<file path="src/rtl/ptl_pkg.sv">
// Package: shared types and codes for the periodic timer list.
package ptl_pkg;

	// Most fired results one tick may report
	localparam int unsigned MAX_RESULTS = 16;
	localparam int unsigned FIRE_CW     = $clog2(MAX_RESULTS + 1);

	typedef enum logic [1:0] {
		KIND_SET    = 2'd0,
		KIND_CANCEL = 2'd1,
		KIND_TICK   = 2'd2,
		KIND_UNUSED = 2'd3
	} kind_t;

	typedef enum logic [2:0] {
		ST_ADDED      = 3'd0,
		ST_UPDATED    = 3'd1,
		ST_FULL       = 3'd2,
		ST_CANCELLED  = 3'd3,
		ST_NOT_FOUND  = 3'd4,
		ST_FIRED      = 3'd5,
		ST_NONE_FIRED = 3'd6,
		ST_RSVD       = 3'd7
	} status_t;

	// One command transfer
	typedef struct packed {
		logic [1:0]  kind;
		logic [31:0] timer_id;
		logic [63:0] due_time;
		logic [63:0] period;
		logic [31:0] callback_addr;
		logic [63:0] now_time;
	} cmd_t;

	// One response transfer
	typedef struct packed {
		logic [2:0]  status;
		logic [31:0] fired_id;
		logic [31:0] fired_callback;
		logic        last;
	} rsp_t;

	// One timer slot as kept in the slot memory
	typedef struct packed {
		logic [31:0] id;
		logic [63:0] due;
		logic [63:0] period;
		logic [31:0] callback;
	} entry_t;

	// Write request into the slot memory (address travels beside it)
	typedef struct packed {
		logic   en;
		entry_t data;
	} wr_req_t;

endpackage

</file>
<file path="src/rtl/ptl_mem.sv">
// Slot memory: simple dual-port RAM, one write and one registered read per cycle.
module ptl_mem #(
	parameter int unsigned DEPTH = 16,
	parameter int unsigned AW    = 4
) (
	input  logic              clk,
	input  ptl_pkg::wr_req_t  wr,
	input  logic [AW-1:0]     waddr,
	input  logic              re,
	input  logic [AW-1:0]     raddr,
	output ptl_pkg::entry_t   rdata
);

	ptl_pkg::entry_t mem [DEPTH];

	// write port
	always_ff @(posedge clk) begin
		if (wr.en) begin
			mem[waddr] <= wr.data;
		end
	end

	// read port, registered
	always_ff @(posedge clk) begin
		if (re) begin
			rdata <= mem[raddr];
		end
	end

endmodule

</file>
<file path="src/rtl/periodic_timer_list.sv">
// Top level: ordered timer list kept in a slot memory, walked by a scan sequencer.
//
//   channel   direction  handshake                  payload
//   command   in         start && !busy             cmd (ptl_pkg::cmd_t)
//   response  out        rsp_valid, one cycle       rsp (ptl_pkg::rsp_t)
//
// Every set, cancel or tick holds busy while the pass reads each slot in turn through
// the single memory read port, takes the last read word, sees the pass drained and
// closes it; an empty list has no slot to read. Kept slots are written back
// compacted as they are read.
// A fired timer is reported once the next one fires; the final response shows in
// the first cycle after busy falls. The unused kind is taken without going busy, no response.
// Reset empties the list; slot contents are never cleared.
// The response port cannot be stalled; a response shows for one cycle only.
module periodic_timer_list #(
	parameter int unsigned TIMER_SLOTS = 16
) (
	input  logic            clk,
	input  logic            arst_n,
	input  logic            start,
	output logic            busy,
	input  ptl_pkg::cmd_t   cmd,
	output logic            rsp_valid,
	output ptl_pkg::rsp_t   rsp
);

	localparam int unsigned AW = (TIMER_SLOTS > 1) ? $clog2(TIMER_SLOTS) : 1;
	localparam int unsigned CW = $clog2(TIMER_SLOTS + 1);

	typedef enum logic [2:0] {
		S_IDLE   = 3'b001,
		S_SCAN   = 3'b010,
		S_FINISH = 3'b100
	} state_t;

	state_t                      state_q;
	ptl_pkg::cmd_t               req_q;
	logic [CW-1:0]               count_q;
	logic [CW-1:0]               rd_ptr_q;
	logic [CW-1:0]               wr_ptr_q;
	logic                        valid_s1;
	logic                        found_q;
	logic [ptl_pkg::FIRE_CW-1:0] nfired_q;
	logic                        pend_v_q;
	logic [31:0]                 pend_id_q;
	logic [31:0]                 pend_cb_q;
	logic                        rsp_valid_q;
	ptl_pkg::rsp_t               rsp_q;

	ptl_pkg::entry_t  rd_entry;
	ptl_pkg::wr_req_t wr_c;
	logic [AW-1:0]    waddr_c;
	logic             rd_en;
	logic             id_hit;
	logic             due_hit;
	logic             keep;
	logic             can_add;
	ptl_pkg::entry_t  upd_entry;
	logic             rsp_valid_d;
	ptl_pkg::rsp_t    rsp_fin_c;

	ptl_mem #(
		.DEPTH (TIMER_SLOTS),
		.AW    (AW)
	) u_mem (
		.clk   (clk),
		.wr    (wr_c),
		.waddr (waddr_c),
		.re    (rd_en),
		.raddr (rd_ptr_q[AW-1:0]),
		.rdata (rd_entry)
	);

	assign busy      = (state_q != S_IDLE);
	assign rsp_valid = rsp_valid_q;
	assign rsp       = rsp_q;

	assign rd_en   = (state_q == S_SCAN) && (rd_ptr_q < count_q);
	assign can_add = (count_q < CW'(TIMER_SLOTS));

	// strobe: a held fired timer leaves when the next one fires, the final one at the close
	assign rsp_valid_d = (state_q == S_FINISH) ||
	                     (state_q == S_SCAN && valid_s1 &&
	                      req_q.kind == ptl_pkg::KIND_TICK && due_hit && pend_v_q);

	// per-slot decision on the word just read
	always_comb begin
		id_hit    = !found_q && (rd_entry.id == req_q.timer_id);
		due_hit   = (req_q.now_time >= rd_entry.due) &&
		            (nfired_q < ptl_pkg::FIRE_CW'(ptl_pkg::MAX_RESULTS));
		keep      = 1'b1;
		upd_entry = rd_entry;
		case (req_q.kind)
			ptl_pkg::KIND_SET: begin
				if (id_hit) begin
					upd_entry.due      = req_q.due_time;
					upd_entry.period   = req_q.period;
					upd_entry.callback = req_q.callback_addr;
				end
			end
			ptl_pkg::KIND_CANCEL: begin
				keep = !id_hit;
			end
			ptl_pkg::KIND_TICK: begin
				if (due_hit) begin
					keep          = (rd_entry.period != 64'd0);
					upd_entry.due = req_q.now_time + rd_entry.period;
				end
			end
			default: begin
				keep = 1'b1;
			end
		endcase
	end

	// memory write: compacted write-back during the pass, append at its close
	always_comb begin
		wr_c.en   = 1'b0;
		wr_c.data = upd_entry;
		waddr_c   = wr_ptr_q[AW-1:0];
		if (state_q == S_SCAN && valid_s1) begin
			wr_c.en = keep;
		end else if (state_q == S_FINISH && req_q.kind == ptl_pkg::KIND_SET &&
		             !found_q && can_add) begin
			wr_c.en   = 1'b1;
			wr_c.data = '{id: req_q.timer_id, due: req_q.due_time,
			              period: req_q.period, callback: req_q.callback_addr};
			waddr_c   = count_q[AW-1:0];
		end
	end

	// command register, no reset needed
	always_ff @(posedge clk) begin
		if (state_q == S_IDLE && start) begin
			req_q <= cmd;
		end
	end

	// sequencer
	always_ff @(posedge clk or negedge arst_n) begin
		if (!arst_n) begin
			state_q     <= S_IDLE;
			count_q     <= '0;
			rd_ptr_q    <= '0;
			wr_ptr_q    <= '0;
			valid_s1    <= 1'b0;
			found_q     <= 1'b0;
			nfired_q    <= '0;
			pend_v_q    <= 1'b0;
			rsp_valid_q <= 1'b0;
		end else begin
			rsp_valid_q <= rsp_valid_d;
			case (state_q)
				S_IDLE: begin
					if (start && cmd.kind != ptl_pkg::KIND_UNUSED) begin
						state_q  <= S_SCAN;
						rd_ptr_q <= '0;
						wr_ptr_q <= '0;
						valid_s1 <= 1'b0;
						found_q  <= 1'b0;
						nfired_q <= '0;
						pend_v_q <= 1'b0;
					end
				end
				S_SCAN: begin
					valid_s1 <= rd_en;
					if (rd_en) begin
						rd_ptr_q <= rd_ptr_q + CW'(1);
					end else if (!valid_s1) begin
						state_q <= S_FINISH;
					end
					if (valid_s1) begin
						if (keep) begin
							wr_ptr_q <= wr_ptr_q + CW'(1);
						end
						if (id_hit && req_q.kind != ptl_pkg::KIND_TICK) begin
							found_q <= 1'b1;
						end
						// fired timer: release the one held, hold this one
						if (req_q.kind == ptl_pkg::KIND_TICK && due_hit) begin
							nfired_q <= nfired_q + ptl_pkg::FIRE_CW'(1);
							pend_v_q <= 1'b1;
						end
					end
				end
				S_FINISH: begin
					state_q <= S_IDLE;
					if (req_q.kind == ptl_pkg::KIND_SET && !found_q && can_add) begin
						count_q <= wr_ptr_q + CW'(1);
					end else begin
						count_q <= wr_ptr_q;
					end
				end
				default: begin
					state_q <= S_IDLE;
				end
			endcase
		end
	end

	// held fired timer
	always_ff @(posedge clk) begin
		if (state_q == S_SCAN && valid_s1 && req_q.kind == ptl_pkg::KIND_TICK &&
		    due_hit) begin
			pend_id_q <= rd_entry.id;
			pend_cb_q <= rd_entry.callback;
		end
	end

	// final response of a command
	always_comb begin
		rsp_fin_c = '{status: ptl_pkg::ST_NONE_FIRED, fired_id: 32'd0,
		              fired_callback: 32'd0, last: 1'b1};
		case (req_q.kind)
			ptl_pkg::KIND_SET: begin
				if (found_q) begin
					rsp_fin_c.status = ptl_pkg::ST_UPDATED;
				end else if (can_add) begin
					rsp_fin_c.status = ptl_pkg::ST_ADDED;
				end else begin
					rsp_fin_c.status = ptl_pkg::ST_FULL;
				end
			end
			ptl_pkg::KIND_CANCEL: begin
				rsp_fin_c.status = found_q ? ptl_pkg::ST_CANCELLED :
				                             ptl_pkg::ST_NOT_FOUND;
			end
			ptl_pkg::KIND_TICK: begin
				if (pend_v_q) begin
					rsp_fin_c.status         = ptl_pkg::ST_FIRED;
					rsp_fin_c.fired_id       = pend_id_q;
					rsp_fin_c.fired_callback = pend_cb_q;
				end
			end
			default: begin
				rsp_fin_c.status = ptl_pkg::ST_NONE_FIRED;
			end
		endcase
	end

	// response payload
	always_ff @(posedge clk) begin
		if (state_q == S_SCAN) begin
			rsp_q <= '{status: ptl_pkg::ST_FIRED, fired_id: pend_id_q,
			           fired_callback: pend_cb_q, last: 1'b0};
		end else if (state_q == S_FINISH) begin
			rsp_q <= rsp_fin_c;
		end
	end

endmodule

</file>
<file path="config.mk">
export PLATFORM = sky130hd
export DESIGN_NAME = periodic_timer_list
export DESIGN_NICKNAME = d
export VERILOG_FILES = /design/src/rtl/ptl_pkg.sv /design/src/rtl/ptl_mem.sv /design/src/rtl/periodic_timer_list.sv
export SDC_FILE = /design/constraint.sdc
export NUM_CORES = 2
export LEC_CHECK = 0
export ABC_AREA = 1
export BUFFER_PORTS_ARGS = -buffer_cell sky130_fd_sc_hd__buf_2
export CAP_MARGIN = 40
export CORE_MARGIN = 5
export CORE_UTILIZATION = 45
export DETAILED_ROUTE_END_ITERATION = 16
export SYNTH_ARGS = -nofsm -noshare
export SYNTH_HDL_FRONTEND = slang
export SYNTH_SLANG_ARGS = --single-unit
</file>
<file path="constraint.sdc">
create_clock -name clk -period 12.9 [get_ports clk]
set_input_delay 2.58 -clock clk [delete_from_list [all_inputs] [get_ports clk]]
set_output_delay 2.58 -clock clk [all_outputs]
set_load 0.02 [all_outputs]
</file>
**After elaboration in Yosys (flattened, before gate mapping)**

Memories as Yosys holds them, arrays and structs flattened. A register that Yosys moved wholly into a read port is not among the register bits.
Cells that the tools add are included.

- Output and inout port bits: 70
- Memory bits (writable): 3,072
- Memories: 1
- Logic and storage cells: 119
- Input port bits: 261
- Register bits after elaboration: 417

Memories:

| name | words | bits a word | read ports | clocked after Yosys merged registers in | wr ports | line | RTL |
|---|---|---|---|---|---|---|---|
| u_mem.mem | 16 | 192 | 1 | 1 | 1 | ptl_mem.sv:14 | `ptl_pkg::entry_t mem [DEPTH];` |

- Reduce and logical (&&, ||, !) cells: 29
- Equality and inequality tests: 17
- Multiplexer cells: 43
- Add/sub/neg operators: 4
- Order comparisons: 4

Operator list:

| cell | number |
|---|---|
| 2-to-1 mux 193 bit | 1 |
| 2-to-1 mux 192 bit | 1 |
| 2-to-1 mux 160 bit | 1 |
| 2-to-1 mux 65 bit | 2 |
| 2-to-1 mux 64 bit | 2 |
| one-hot mux 64 bit (2 select lines) | 1 |
| 2-to-1 mux 96 bit | 1 |
| 2-to-1 mux 66 bit | 1 |
| adder 64 bit | 1 |
| >= comparator 64 bit | 1 |
| nonzero test 64 bit | 1 |
| 2-to-1 mux 5 bit | 7 |
| == test 32 bit | 1 |
| one-hot mux 5 bit (2 select lines) | 3 |
| != test 2 bit (second input constant) | 9 |
| logical AND 1 bit | 16 |
| adder 5 x 1 -> 5 bit (second input constant) | 3 |
| 2-to-1 mux 3 bit | 4 |
| AND reduction 4 bit | 3 |
| < comparator 5 bit (second input constant) | 2 |
| 2-to-1 mux 1 bit | 9 |
| one-hot mux 3 bit (3 select lines) | 1 |
| 2-to-1 mux 4 bit | 2 |
| one-hot mux 1 bit (2 select lines) | 4 |
| other kinds (16) | 20 |

**Logic depth before layout (Yosys ltp)**

- Word-level depth: 8
- Gate-level depth with buffers: 21
- Depth with buffers taken out: 20

**Hierarchy**

A second synthesis with hierarchy kept.

- Cell total of the unflattened synthesis: 15,032
- Area, all modules: 159,731.9 um^2

Modules (own cells, without submodules):

| module | instances | area an instance (um^2) | cells an instance | seq. area each (um^2) |
|---|---|---|---|---|
| ptl_mem | 1 | 133,420.5 | 11,680 | 98,014.0 |
| periodic_timer_list | 1 | 26,311.5 | 3,352 | 12,348.1 |

**Worst setup path before layout**

Ideal clock, no wire load.

- Kind: in2reg
- Start: input start
- End: register req_q[0] (netlist bit), enable pin
- Path slack: -1,210 ps
- Data arrival time: 13,227 ps
- Required time: 12,017 ps
- Buffers on the path: 0
- Stages: 2
- Setup time: 883 ps
- Cells stage by stage: inv_1 nor2_1

- Word-level cells in the longest chain between the ends: 1

Ends and longest elaborated chain:

| item | line | RTL |
|---|---|---|
| start: declaration | periodic_timer_list.sv:20 | `input logic start,` |
| logical AND 1 bit | periodic_timer_list.sv:134 | `if (state_q == S_IDLE && start) begin` |
| end signal: assignment | periodic_timer_list.sv:135 | `req_q <= cmd;` |
| end: declaration | periodic_timer_list.sv:37 | `ptl_pkg::cmd_t req_q;` |

No other way between the ends.
A chain may end at the register's enable or synchronous reset.

**Final worst setup path**

- Start: register found_q
- End: memory u_mem.mem[13][185] (netlist bit), enable pin

- Word-level cells in the longest chain between the ends: 7
- Elaborated cells on any way between the ends: 12
- Those cells by class: 7 x mux; 5 x reduce/logical

Ends and longest elaborated chain:

| item | line | RTL |
|---|---|---|
| start: declaration | periodic_timer_list.sv:42 | `logic found_q;` |
| start signal: assignment | periodic_timer_list.sv:147 | `found_q <= 1'b0;` |
| start signal: assignment | periodic_timer_list.sv:160 | `found_q <= 1'b0;` |
| start signal: assignment | periodic_timer_list.sv:177 | `found_q <= 1'b1;` |
| logical NOT 1 bit * | periodic_timer_list.sv:88, periodic_timer_list.sv:124 |  |
| logical AND 1 bit (on tied branches) | periodic_timer_list.sv:88, periodic_timer_list.sv:123 |  |
| logical NOT 1 bit or logical AND 1 bit (tied branches) | periodic_timer_list.sv:102, periodic_timer_list.sv:124 |  |
| one-hot mux 1 bit (2 select lines) or 2-to-1 mux 193 bit (tied branches) | periodic_timer_list.sv:93, periodic_timer_list.sv:123 |  |
| 2-to-1 mux 1 bit | periodic_timer_list.sv:121 | `if (state_q == S_SCAN && valid_s1) begin` |
| 2-to-1 mux 1 bit | ptl_mem.sv:18 | `if (wr.en) begin` |
| 2-to-1 mux 1 bit (not written as such) | ptl_mem.sv:19 | `mem[waddr] <= wr.data;` |
| end: declaration | ptl_mem.sv:14 |  |

Mark *: on every way between the ends. The rest lies on a longest branch, timed or not.

==> results.md <==
- Wire length per cell: 26.63 µm
- Slowest-stage cell, CP: dfrtp_1
- Hold WC Path Type: reg2reg
- Site Rows: 213
- CTS resizes: 0
- WS Path Type: reg2reg
- CP peak stage delay: 0.82 ns
- Mapped Avg Cell Area: 12.86 µm²
- FF-to-FF Start: found_q
- MaxCap Viol Count: 0
- Die Span Y: 590.2 µm
- Cells after synthesis: 11.78k
- Post-Route WL: 453700 µm
- Area delta synth->final: 14.07%
- CTS tree: yes
- Gpl congestion: 0.9584
- Power Dens Cells: 193.6 nW/µm²
- Fraction of registers with async set/reset: 0.7335%
- Worst hold start: u_mem.rdata[13]
- Clk buf depth: 4
- CTS buffer count: 387
- EDFF count, synth: 3650
- Measured slew at the worst slew-check pin: 1.209 ns
- Leakage power: 59.21 nW
- # IOs: 331
- Post-synthesis sequential area ratio: 72.85%
- Top cell by count, worst path: buf_4
- I/O Buffers: 330
- Critical Path AT: 6.57 ns
- Outcome: completed
- Clock sinks: 3681
- Max Slew Vio Count: 0
- Die W: 590.2 µm
- Tmin final: 5.993 ns
- Final Cycle Share: 46.46%
- Final Hold Fails: 0
- Fin nets: 12.59k
- Worst Clk Skew: 0.05920 ns
- Core ar.: 336100 µm²
- Root buffer cell: clkbuf_16
- Setup TNS: 0 ns
- Antenna violations before repair: 25
- Vias per inst: 5.845
- Critical path's top delay family: buffers and inverters
- Antenna Nets Post-Route: 0
- Hold_buf cts: 0
- FMAX: 0.1669 GHz
- Post-Synthesis Cell Area: 151500 µm²
- Share of cells above drive strength 1: 10.70%
- Post-Layout Cell Count: 17.04k
- Max_slew headroom: 19.38%
- Crit end category: flop
- Number of global-route vias before repair: 96.71k
- WHS Path Cells: 0
- Final setup fails: 0
- Crit path max fanout: 66
- R2R Path End: u_mem.mem[13][185]
- Main synth FF type: edfxtp_1
- Yosys warns: 0
- Initial Utilization: 45.08%
- Synthesized flop and latch total: 3681
- Drt pass-1 iters: 8
- WP data required: 13.47 ns
- Reg2reg path depth: 17
- Min Hold Slack: 0.4417 ns
- Hold endpoint: pend_cb_q[13]
- GRT Total Usage: 25.22%
- Vias: 99.57k
- Post-route DRC: 0
- Crit-path cells: nor2_1, nand4_1, nor2_1, nand3_1, nor2_4, buf_4, nand2_2, buf_4, nand2_1, nand2_1, nand2_1, nand3_4, nand3_1, inv_8, buf_4, buf_4, buf_16
- First-pass GRT wire length: 655200 µm
- Die ar.: 348300 µm²
- H-tree level count: 5
- VDD IR-drop max: 0.0001162 V
- Clk_lat worst skew: 0.96 ns
- Final worst setup slack: 6.907 ns
- Reg clk slew, reported paths: 0.06 ns
- GR Overflow Total: 0
- Starting DRT DRC Count: 10.85k
- Unrepaired setup endpoints after global routing: false
- Core Util, Final: 51.42%
- DP HPWL: 268800 µm
- Startpoint Class: flop
- Post-CTS Repair Setup Buffers: 0
- Yosys cell types: 50
- R2R Setup Slk: 6.91 ns
- Buf/Inv on CP: 6
- Pin count of the biggest net entering global routing: 220
- Syn Nets: 12.18k
- Dpl cells: 16.32k
- DP Worst Slack: 6.929 ns
-- report_power, final --
group          total, mW  switching [mW]  leakage [nW]  internal [mW]
Clock               11.0            4.64          6.08           6.40
Combinational       7.51            5.23          19.8           2.28
Sequential          14.9           0.433          33.3           14.5
-- cell families after synthesis --
logic type,count (synthesis),share of synthesized area [%]
and+or+nand+nor,4187,11.20
DFF,3681,72.85
AOI/OAI and AO/OA,2023,8.814
buffers and inverters,1383,3.614
muxes,312,2.062
adders and majority gates,139,1.153
xor gates and xnor gates,53,0.3064
-- metrics by stage --
stage,power [mW],instance area [µm²]
finish,33.45,172800
global placement,22.21,158300
detailed placement,22.59,160300
floorplan,19.77,151500
global route,34.83,172800
CTS,33.58,172700
-- synth_stat cells (17+ instances only) --
cell type / instances / share of area [%]
nor3_1: 17 / 0.056
o32ai_1: 457 / 2.6
dfrtp_1: 26 / 0.43
nand3b_1: 72 / 0.36
nand2_1: 1469 / 3.6
a31oi_1: 69 / 0.28
buf_2: 187 / 0.62
nand3_1: 569 / 1.9
buf_1: 36 / 0.089
ha_1: 138 / 1.1
inv_1: 666 / 1.7
a21oi_1: 158 / 0.52
o21ai_0: 919 / 3.0
clkbuf_1: 471 / 1.2
xnor2_1: 40 / 0.23
o211ai_1: 75 / 0.37
o221ai_1: 313 / 1.8
mux2i_1: 312 / 2.1
nor2_1: 1987 / 4.9
nand4_1: 36 / 0.15
edfxtp_1: 3650 / 72
-- layer usage --
metal / wire [µm] / vias to the layer above / global-route usage [%]
met5: 14 / - / 0
met4: 16520 / 2 / 8.900
met3: 36790 / 742 / 3.954
met2: 210000 / 4329 / 39.89
met1: 190400 / 50502 / 35.68
li1: - / 43993 / -
-- layout by cell type (no fill, tap or decap), types with 68 or more instances in the layout --
master and n:
edfxtp_1 3650, nand3_1 569, nand2_1 1467, ha_1 136
o21ai_0 911, nand3b_1 72, mux2i_1 312, clkbuf_1 80
clkbuf_16 391, a21oi_1 155, a31oi_1 68, o211ai_1 75
inv_1 649, o221ai_1 313, o32ai_1 457, buf_2 347
buf_4 306, clkinv_1 86, nor2_1 1979
-- final cells by class --
cell class | count | area (µm²)
clock inverters | 225 | 2300
well taps | 4515 | 5649
repair buffers | 728 | 5828
multi-input cells | 6714 | 35760
clock buffers | 477 | 10170
inverters | 682 | 2690
diodes | 13 | 32.53
flip-flops and latches | 3681 | 110400
fillers | 28103 | 163300
-- state kept, by name, indices dropped and copies added, names as in the netlist, 3 cells and up --
name and count:
nfired_q 5, req_q 258, u_mem.mem 3072, rsp 68, u_mem.rdata 192, count_q 5
state_q 3, wr_ptr_q 5, rd_ptr_q 5, pend_id_q 32, pend_cb_q 32
-- worst max-delay path by stage --
stage                                    end  slack, ns       start  cells after the start
after floorplan                  rd_ptr_q[4]       2.03  count_q[4]                     12
after global placement     u_mem.mem[8][146]       5.93     found_q                     16
after detailed placement   u_mem.mem[13][86]       6.93     found_q                     17
after CTS                 u_mem.mem[13][185]       6.88     found_q                     17
after global routing      u_mem.mem[13][185]       6.74     found_q                     17
final                     u_mem.mem[13][185]       6.91     found_q                     17
(Power assumes the default switching activity.)
